<file path="src/rtl/core/rac_pkg.sv">
// ----------------------------------------------------------------------------
// rac_pkg: shared types and constants of the RGB alpha compositor
// Holds the field widths, the command and register codes, the pixel type and
// the exact truncating division by 255 that every blend uses.
// ----------------------------------------------------------------------------
package rac_pkg;

	// Fixed field widths.
	localparam int CH_W      = 8;
	localparam int PROD_W    = 2 * CH_W;
	localparam int ADDR_W    = 26;
	localparam int WIDTH_W   = 13;
	localparam int CFG_IDX_W = 3;
	localparam int CFG_DAT_W = 13;

	// Colour channel positions inside a pixel.
	localparam int CH_RED   = 2;
	localparam int CH_GREEN = 1;
	localparam int CH_BLUE  = 0;

	// Full and zero opacity.
	localparam logic [CH_W-1:0] ALPHA_FULL = 8'hFF;
	localparam logic [CH_W-1:0] ALPHA_NONE = 8'h00;

	// Reset value of the screen width register.
	localparam logic [WIDTH_W-1:0] WIDTH_RESET = 13'd320;

	typedef logic [CH_W-1:0] chan_t;
	typedef chan_t [2:0] rgb_t;
	typedef logic [PROD_W-1:0] prod_t;

	// Compositing commands.
	typedef enum logic [1:0] {
		CMD_SPRITE = 2'd0,
		CMD_GLYPH  = 2'd1,
		CMD_FILL   = 2'd2,
		CMD_BLEND  = 2'd3
	} cmd_t;

	// Configuration register indices.
	typedef enum logic [CFG_IDX_W-1:0] {
		REG_SCREEN_WIDTH = 3'd0,
		REG_IMAGE_ALPHA  = 3'd1,
		REG_FILL_RED     = 3'd2,
		REG_FILL_GREEN   = 3'd3,
		REG_FILL_BLUE    = 3'd4,
		REG_FILL_ALPHA   = 3'd5
	} cfg_reg_t;

	// Truncating x/255 for x up to 255*255. The estimate (x + x/256)/256 is
	// never more than one below the true quotient, so a single remainder
	// check corrects it.
	function automatic chan_t div255(input prod_t x);
		logic [PROD_W:0] sum;
		prod_t           q0;
		prod_t           rem;
		sum = {1'b0, x} + {{(CH_W+1){1'b0}}, x[PROD_W-1:CH_W]};
		q0  = {{(CH_W-1){1'b0}}, sum[PROD_W:CH_W]};
		rem = x - ((q0 << CH_W) - q0);
		if (rem >= prod_t'(ALPHA_FULL)) begin
			q0 = q0 + prod_t'(1);
		end
		return q0[CH_W-1:0];
	endfunction

endpackage

</file>
<file path="src/rtl/core/rgb_alpha_compositor_unit.sv">
// ----------------------------------------------------------------------------
// rgb_alpha_compositor_unit: four-stage per-pixel compositor
// Blends a source texel, glyph coverage or fill colour onto a destination
// pixel and returns the framebuffer byte address and new colour.
// ----------------------------------------------------------------------------
// The unit takes one pixel word per clock while the output is not stalled
// and returns one result word per pixel, in order. The four register stages
// hold the alpha and row products, the alpha division and address sum, the
// channel products and address times three, then the final divisions by 255
// into the output register. The whole pipeline holds while a finished result
// is stalled. Configuration words are always taken and must only be written
// while the pipeline is empty.
module rgb_alpha_compositor_unit
	import rac_pkg::*;
#(
	parameter int COORD_BITS = 12
) (
	input  logic                  clk,
	input  logic                  arst_n,
	// Configuration write channel.
	input  logic                  cfg_valid,
	output logic                  cfg_ready,
	input  logic [CFG_IDX_W-1:0]  cfg_index,
	input  logic [CFG_DAT_W-1:0]  cfg_data,
	// Pixel input channel.
	input  logic                  pix_valid,
	output logic                  pix_stall,
	input  logic [1:0]            cmd,
	input  logic [COORD_BITS-1:0] pos_x,
	input  logic [COORD_BITS-1:0] pos_y,
	input  logic [CH_W-1:0]       src_red,
	input  logic [CH_W-1:0]       src_green,
	input  logic [CH_W-1:0]       src_blue,
	input  logic [CH_W-1:0]       src_alpha,
	input  logic [CH_W-1:0]       dst_red,
	input  logic [CH_W-1:0]       dst_green,
	input  logic [CH_W-1:0]       dst_blue,
	// Result output channel.
	output logic                  res_valid,
	input  logic                  res_stall,
	output logic                  write_enable,
	output logic [ADDR_W-1:0]     byte_address,
	output logic [CH_W-1:0]       out_red,
	output logic [CH_W-1:0]       out_green,
	output logic [CH_W-1:0]       out_blue
);

	// Configuration registers.
	logic [WIDTH_W-1:0] screen_width_q;
	chan_t              image_alpha_q;
	rgb_t               fill_q;
	chan_t              fill_alpha_q;

	// Pipeline enable.
	logic advance;

	// Stage 1 registers.
	logic              valid_s1;
	cmd_t              cmd_s1;
	logic [ADDR_W-1:0] px_s1;
	prod_t             alpha_prod_s1;
	logic [ADDR_W-1:0] row_base_s1;
	rgb_t              src_s1;
	rgb_t              dst_s1;

	// Stage 2 registers.
	logic              valid_s2;
	cmd_t              cmd_s2;
	chan_t             alpha_s2;
	logic [ADDR_W-1:0] pixel_idx_s2;
	rgb_t              src_s2;
	rgb_t              dst_s2;

	// Stage 3 registers.
	logic              valid_s3;
	cmd_t              cmd_s3;
	logic              full_s3;
	logic              zero_s3;
	logic [ADDR_W-1:0] addr_s3;
	prod_t [2:0]       prod_src_s3;
	prod_t [2:0]       prod_dst_s3;
	rgb_t              src_s3;
	rgb_t              dst_s3;

	// Stage 4 (output) registers.
	logic              valid_s4;
	logic              we_s4;
	logic [ADDR_W-1:0] addr_s4;
	rgb_t              rgb_s4;

	// Combinational stage logic.
	chan_t       alpha_factor;
	chan_t       alpha_div;
	chan_t       alpha_sel;
	rgb_t        src_in;
	rgb_t        dst_in;
	rgb_t        blend_src;
	chan_t       alpha_inv;
	rgb_t        rgb_next;
	logic        we_next;

	// Configuration words are always accepted.
	assign cfg_ready = 1'b1;

	always_ff @(posedge clk or negedge arst_n) begin
		if (!arst_n) begin
			screen_width_q   <= WIDTH_RESET;
			image_alpha_q    <= ALPHA_FULL;
			fill_q[CH_RED]   <= ALPHA_FULL;
			fill_q[CH_GREEN] <= ALPHA_FULL;
			fill_q[CH_BLUE]  <= ALPHA_FULL;
			fill_alpha_q     <= ALPHA_FULL;
		end else if (cfg_valid && cfg_ready) begin
			case (cfg_index)
				REG_SCREEN_WIDTH: screen_width_q   <= cfg_data[WIDTH_W-1:0];
				REG_IMAGE_ALPHA:  image_alpha_q    <= cfg_data[CH_W-1:0];
				REG_FILL_RED:     fill_q[CH_RED]   <= cfg_data[CH_W-1:0];
				REG_FILL_GREEN:   fill_q[CH_GREEN] <= cfg_data[CH_W-1:0];
				REG_FILL_BLUE:    fill_q[CH_BLUE]  <= cfg_data[CH_W-1:0];
				REG_FILL_ALPHA:   fill_alpha_q     <= cfg_data[CH_W-1:0];
				default: ;
			endcase
		end
	end

	// The whole pipeline moves unless a finished result is held.
	assign advance   = !(valid_s4 && res_stall);
	assign pix_stall = !advance;

	// Valid bits travel with the words.
	always_ff @(posedge clk or negedge arst_n) begin
		if (!arst_n) begin
			valid_s1 <= 1'b0;
			valid_s2 <= 1'b0;
			valid_s3 <= 1'b0;
			valid_s4 <= 1'b0;
		end else if (advance) begin
			valid_s1 <= pix_valid;
			valid_s2 <= valid_s1;
			valid_s3 <= valid_s2;
			valid_s4 <= valid_s3;
		end
	end

	// Stage 1: alpha product and row base address.
	assign src_in       = {src_red, src_green, src_blue};
	assign dst_in       = {dst_red, dst_green, dst_blue};
	assign alpha_factor = (cmd_t'(cmd) == CMD_SPRITE) ? image_alpha_q : fill_alpha_q;

	always_ff @(posedge clk) begin
		if (advance) begin
			cmd_s1        <= cmd_t'(cmd);
			px_s1         <= ADDR_W'(pos_x);
			alpha_prod_s1 <= prod_t'(src_alpha) * prod_t'(alpha_factor);
			row_base_s1   <= ADDR_W'(pos_y) * ADDR_W'(screen_width_q);
			src_s1        <= src_in;
			dst_s1        <= dst_in;
		end
	end

	// Stage 2: effective alpha and pixel index.
	assign alpha_div = div255(alpha_prod_s1);

	always_comb begin
		case (cmd_s1)
			CMD_SPRITE, CMD_GLYPH: alpha_sel = alpha_div;
			default:               alpha_sel = fill_alpha_q;
		endcase
	end

	always_ff @(posedge clk) begin
		if (advance) begin
			cmd_s2       <= cmd_s1;
			alpha_s2     <= alpha_sel;
			pixel_idx_s2 <= row_base_s1 + px_s1;
			src_s2       <= src_s1;
			dst_s2       <= dst_s1;
		end
	end

	// Stage 3: per-channel products and byte address.
	assign blend_src = (cmd_s2 == CMD_SPRITE) ? src_s2 : fill_q;
	assign alpha_inv = ALPHA_FULL - alpha_s2;

	always_ff @(posedge clk) begin
		if (advance) begin
			cmd_s3  <= cmd_s2;
			full_s3 <= (alpha_s2 == ALPHA_FULL);
			zero_s3 <= (alpha_s2 == ALPHA_NONE);
			addr_s3 <= (pixel_idx_s2 << 1) + pixel_idx_s2;
			src_s3  <= src_s2;
			dst_s3  <= dst_s2;
			for (int ch = 0; ch < 3; ch++) begin
				prod_src_s3[ch] <= prod_t'(alpha_s2) * prod_t'(blend_src[ch]);
				prod_dst_s3[ch] <= prod_t'(dst_s2[ch]) * prod_t'(alpha_inv);
			end
		end
	end

	// Stage 4: final divisions and mode selection.
	always_comb begin
		we_next  = 1'b1;
		rgb_next = dst_s3;
		case (cmd_s3)
			CMD_SPRITE: begin
				if (full_s3) begin
					rgb_next = src_s3;
				end else begin
					for (int ch = 0; ch < 3; ch++) begin
						rgb_next[ch] = div255(prod_src_s3[ch]) + div255(prod_dst_s3[ch]);
					end
				end
			end
			CMD_GLYPH: begin
				if (zero_s3) begin
					we_next = 1'b0;
				end else begin
					for (int ch = 0; ch < 3; ch++) begin
						rgb_next[ch] = div255(prod_src_s3[ch] + prod_dst_s3[ch]);
					end
				end
			end
			CMD_FILL: begin
				rgb_next = fill_q;
			end
			default: begin
				for (int ch = 0; ch < 3; ch++) begin
					rgb_next[ch] = div255(prod_src_s3[ch]) + div255(prod_dst_s3[ch]);
				end
			end
		endcase
	end

	always_ff @(posedge clk) begin
		if (advance) begin
			we_s4   <= we_next;
			addr_s4 <= addr_s3;
			rgb_s4  <= rgb_next;
		end
	end

	// Result word.
	assign res_valid    = valid_s4;
	assign write_enable = we_s4;
	assign byte_address = addr_s4;
	assign out_red      = rgb_s4[CH_RED];
	assign out_green    = rgb_s4[CH_GREEN];
	assign out_blue     = rgb_s4[CH_BLUE];

endmodule

</file>
<file path="config.mk">
export PLATFORM = sky130hd
export DESIGN_NAME = rgb_alpha_compositor_unit
export DESIGN_NICKNAME = d
export VERILOG_FILES = /design/src/rtl/core/rac_pkg.sv /design/src/rtl/core/rgb_alpha_compositor_unit.sv
export SDC_FILE = /design/constraint.sdc
export NUM_CORES = 2
export LEC_CHECK = 0
export ABC_CLOCK_PERIOD_IN_PS = 10700
export BUFFER_PORTS_ARGS = -buffer_cell sky130_fd_sc_hd__buf_2
export CAP_MARGIN = 20
export CORE_UTILIZATION = 35
export CTS_CLUSTER_DIAMETER = 80
export DETAILED_ROUTE_END_ITERATION = 10
export PLACE_DENSITY_LB_ADDON = 0.05
export SLEW_MARGIN = 20
export SYNTH_ARGS = -nofsm -noshare
export SYNTH_HDL_FRONTEND = slang
export SYNTH_SLANG_ARGS = --single-unit
</file>
<file path="constraint.sdc">
create_clock -name clk -period 10.7 [get_ports clk]
set_input_delay 1.07 -clock clk [delete_from_list [all_inputs] [get_ports clk]]
set_output_delay 1.07 -clock clk [all_outputs]
set_load 0.02 [all_outputs]
</file>
==> metrics.md <==
| Metric | Value |
|---|---|
| Warnings, synthesis | `0` |
| Fin. Hold Viols | `0` |
| Adder-Cell Fraction of Synth Area | `31.86%` |
| Grt total ovfl | `0` |
| First-pass GRT wire length | `about 240,000 um` |
| 1st-iter DRT viols | `1,960` |
| Wirelength per Cell | `19.33 um` |
| Share of cells above drive strength 1 | `~8.3%` |
| # rows | `about 140` |
| Synthesized area per cell | `~9.6 um2` |
| Most frequent cells in the layout | `inv_1, ha_1, edfxtp_1` |
| CP Capture Type | `register` |
| ANT nets after route | `0` |
| Die X | `393.7 um` |
| Num CTS Buffers | `72` |
| Initial Util | `35.30%` |
| Relative slew slack | `between 20% and 30%` |
| Multiplexer share of the synthesized area | `2.629%` |
| Final worst setup slack | `roughly 1.8 ns` |
| CTS clock-pin slew for the worst setup and hold paths | `approximately 0.06 ns` |
| DIE AREA | `about 150,000 um2` |
| Max cap viols | `0` |
| Ys async rst share | `12.15%` |
| CP required | `roughly 11 ns` |
| Post-synthesis simple-gate area fraction | `between 10% and 20%` |
| Std-Cell Core Area | `roughly 150,000 um2` |
| Placed Cells | `slightly below 8,000` |
| Crit Path Category | `reg2reg` |
| Clock sink count | `between 400 and 500` |
| Hold buffers post-CTS | `0` |
| Setup TNS | `0 ns` |
| Synth Area in XOR/XNOR | `6.456%` |
| Total iterations of the first detailed-routing run | `5` |
| Synthesized area | `roughly 54,000 um2` |
| R2r setup slk | `between 1.5 and 2 ns` |
| Pin count of the biggest net entering global routing | `between 80 and 90` |
| Vias per cell | `5.062` |
| Largest family of logic cells by synthesized area | `adder cells` |
| Final setup viols | `0` |
| Commonest non-fill, non-tap cell in the layout | `inv_1` |
| Tmin final | `just under 9 ns` |
| Residual DRC | `0` |
| Worst-path maximum fanout | `7` |
| TritonCTS clock tree | `done` |
| Clock latency on the worst-skew pair | `approximately 0.69 ns` |
| WL final | `roughly 150,000 um` |
| Post-synth EDFFs | `around 410` |
| DP Worst Slack | `approximately 1.8 ns` |
| Synth Register Bits | `~470` |
| Tcrit/Tclk final | `83.15%` |
| FMAX | `112.4 MHz` |
| Outcome | `finished clean` |
| Clock Tree Root | `clkbuf_16` |
| Arr. time, crit path | `approximately 9.4 ns` |
| Clock skew | `~0.034 ns` |
| H-tree levels | `3` |
| Number of global-route vias before repair | `~41,000` |
| Max Slew Vio Count | `0` |
| Unrepaired setup endpoints after global routing | `no` |
| CP startpoint kind | `register` |
| PostCTS Resize Cnt | `0` |
| Area delta synth->final | `10.29%` |
| Slowest stage cell on the critical path | `a2111oi_2` |
| Synth cell types | `92` |
| Antenna violations before repair | `15` |
| DR vias | `about 40,000` |
| Non-filler cells in the finished layout | `about 7,800` |
| Slew at the pin with the worst max-slew slack | `roughly 1.1 ns` |
| Layout Nets | `around 7,000` |
| Die H | `about 400 um` |
| Min-Delay Path Class | `reg2reg` |
| # port buffers | `155` |
| Post-CTS setup buffer count | `0` |
| Register area share after synthesis | `between 20% and 30%` |
| Hpwl dp | `around 120,000 um` |
| Peak per-stage delay on the critical path | `approximately 0.65 ns` |
| Ports | `between 150 and 200` |
| Gate Count Post-Synth | `approximately 5,600` |
| Clk buf depth | `3` |
| Gpl congestion | `0.8727` |
| Gr usage total | `just under 20%` |
| Synth Area in Compound Gates | `11.18%` |
| Syn_nets | `slightly below 7,000` |
| Synth Flop Type | `edfxtp_1` |
==> per-layer routing <==
layer / vias up / GRT usage, % / share of wire [%]
met2: 606 / 33.26 / 47
met3: 190 / 2.869 / 3.8
met5: - / 0 / 0.069
li1: 19500 / - / -
met1: 19370 / 26.14 / 47
met4: 16 / 4.711 / 2.3
==> critical path, delay by kind of cell (launching register included) <==
family                   cells  cell delay (ns)
adder cells (fa/ha/maj)      5             1.61
AO/OA/AOI/OAI               17             4.17
multiplexers                 2             0.62
flip-flops                   1             0.53
buffers and inverters        2             0.11
AND/OR/NAND/NOR              6             1.33
XOR/XNOR                     2             0.31
==> sequential cells by signal (all words and copies together), names as in the netlist, 13 cells and up <==
name and flops:
pixel_idx_s2 26, dst_s1 24, alpha_prod_s1 16, dst_s2 24
prod_dst_s3 48, fill_q 24, prod_src_s3 48, src_s2 24
byte_address 26, dst_s3 24, screen_width_q 13, addr_s3 26
row_base_s1 25, src_s1 24, src_s3 24
==> cell families after synthesis <==
group                    Yosys count
AO/OA/AOI/OAI                    918
other                              1
buffers and inverters            948
multiplexers                     125
adder cells (fa/ha/maj)         1145
XOR/XNOR                         394
AND/OR/NAND/NOR                 1597
flip-flops                       469
==> path summary, 6_finish.rpt <==
| kind | to | cells after the start | startpoint |
|---|---|---|---|
| min in group asynchronous | valid_s1 | 2 | arst_n |
| min reg2reg | dst_s2[2] | 0 | dst_s1[2] |
| max in group asynchronous | screen_width_q[11] | 2 | arst_n |
| max reg2reg | out_blue[7] | 34 | prod_src_s3[10] |
| max | out_blue[7] | 34 | prod_src_s3[10] |
| min | dst_s2[2] | 0 | dst_s1[2] |
==> Yosys cell counts, drive strengths merged, types with 17 or more instances <==
master,count,area share (%)
a21o,72,1.0
a2111oi,18,0.34
nand2,411,2.9
or2,18,0.21
inv,840,5.9
nand4,54,0.63
o2111ai,20,0.34
nor2b,213,2.5
dfstp,42,2.1
a31oi,37,0.43
o31ai,17,0.24
a211oi,36,0.50
nor3,79,0.74
mux2i,33,0.62
edfxtp,412,23
a21boi,32,0.45
o21ai,222,2.1
o21a,45,0.63
nand3,80,0.76
nor2,243,1.7
o21bai,17,0.24
ha,775,18
xor2,80,1.3
o211ai,27,0.38
fa,370,14
nor4,19,0.23
and3,58,0.68
mux2,88,1.8
nand2b,153,1.8
a21oi,229,2.1
xnor2,313,5.1
clkbuf,96,0.67
and2,192,2.2
or3,20,0.23
==> final cells by class <==
cell class | count | area, um2
fillers | 15340 | 92870
multi-input cells | 4180 | 36300
flip-flops and latches | 469 | 13850
repair buffers | 185 | 1001
clock inverters | 45 | 415.4
inverters | 841 | 3157
diodes | 1 | 2.502
well taps | 2030 | 2540
clock buffers | 87 | 1942
==> through the flow <==
step,util [%],hold slack [ns],cell area [um2]
finish,38.93,0.4157,59210
CTS,38.93,0.4122,59210
global route,38.93,0.4214,59210
detailed placement,37.38,0.4045,56850
floorplan,-,0.4003,53690
global placement,37.38,0.4002,56850
Power is left out: the tool's default activity adds up to more than one toggle a clock period on the data nets, which glitch-free logic cannot reach.
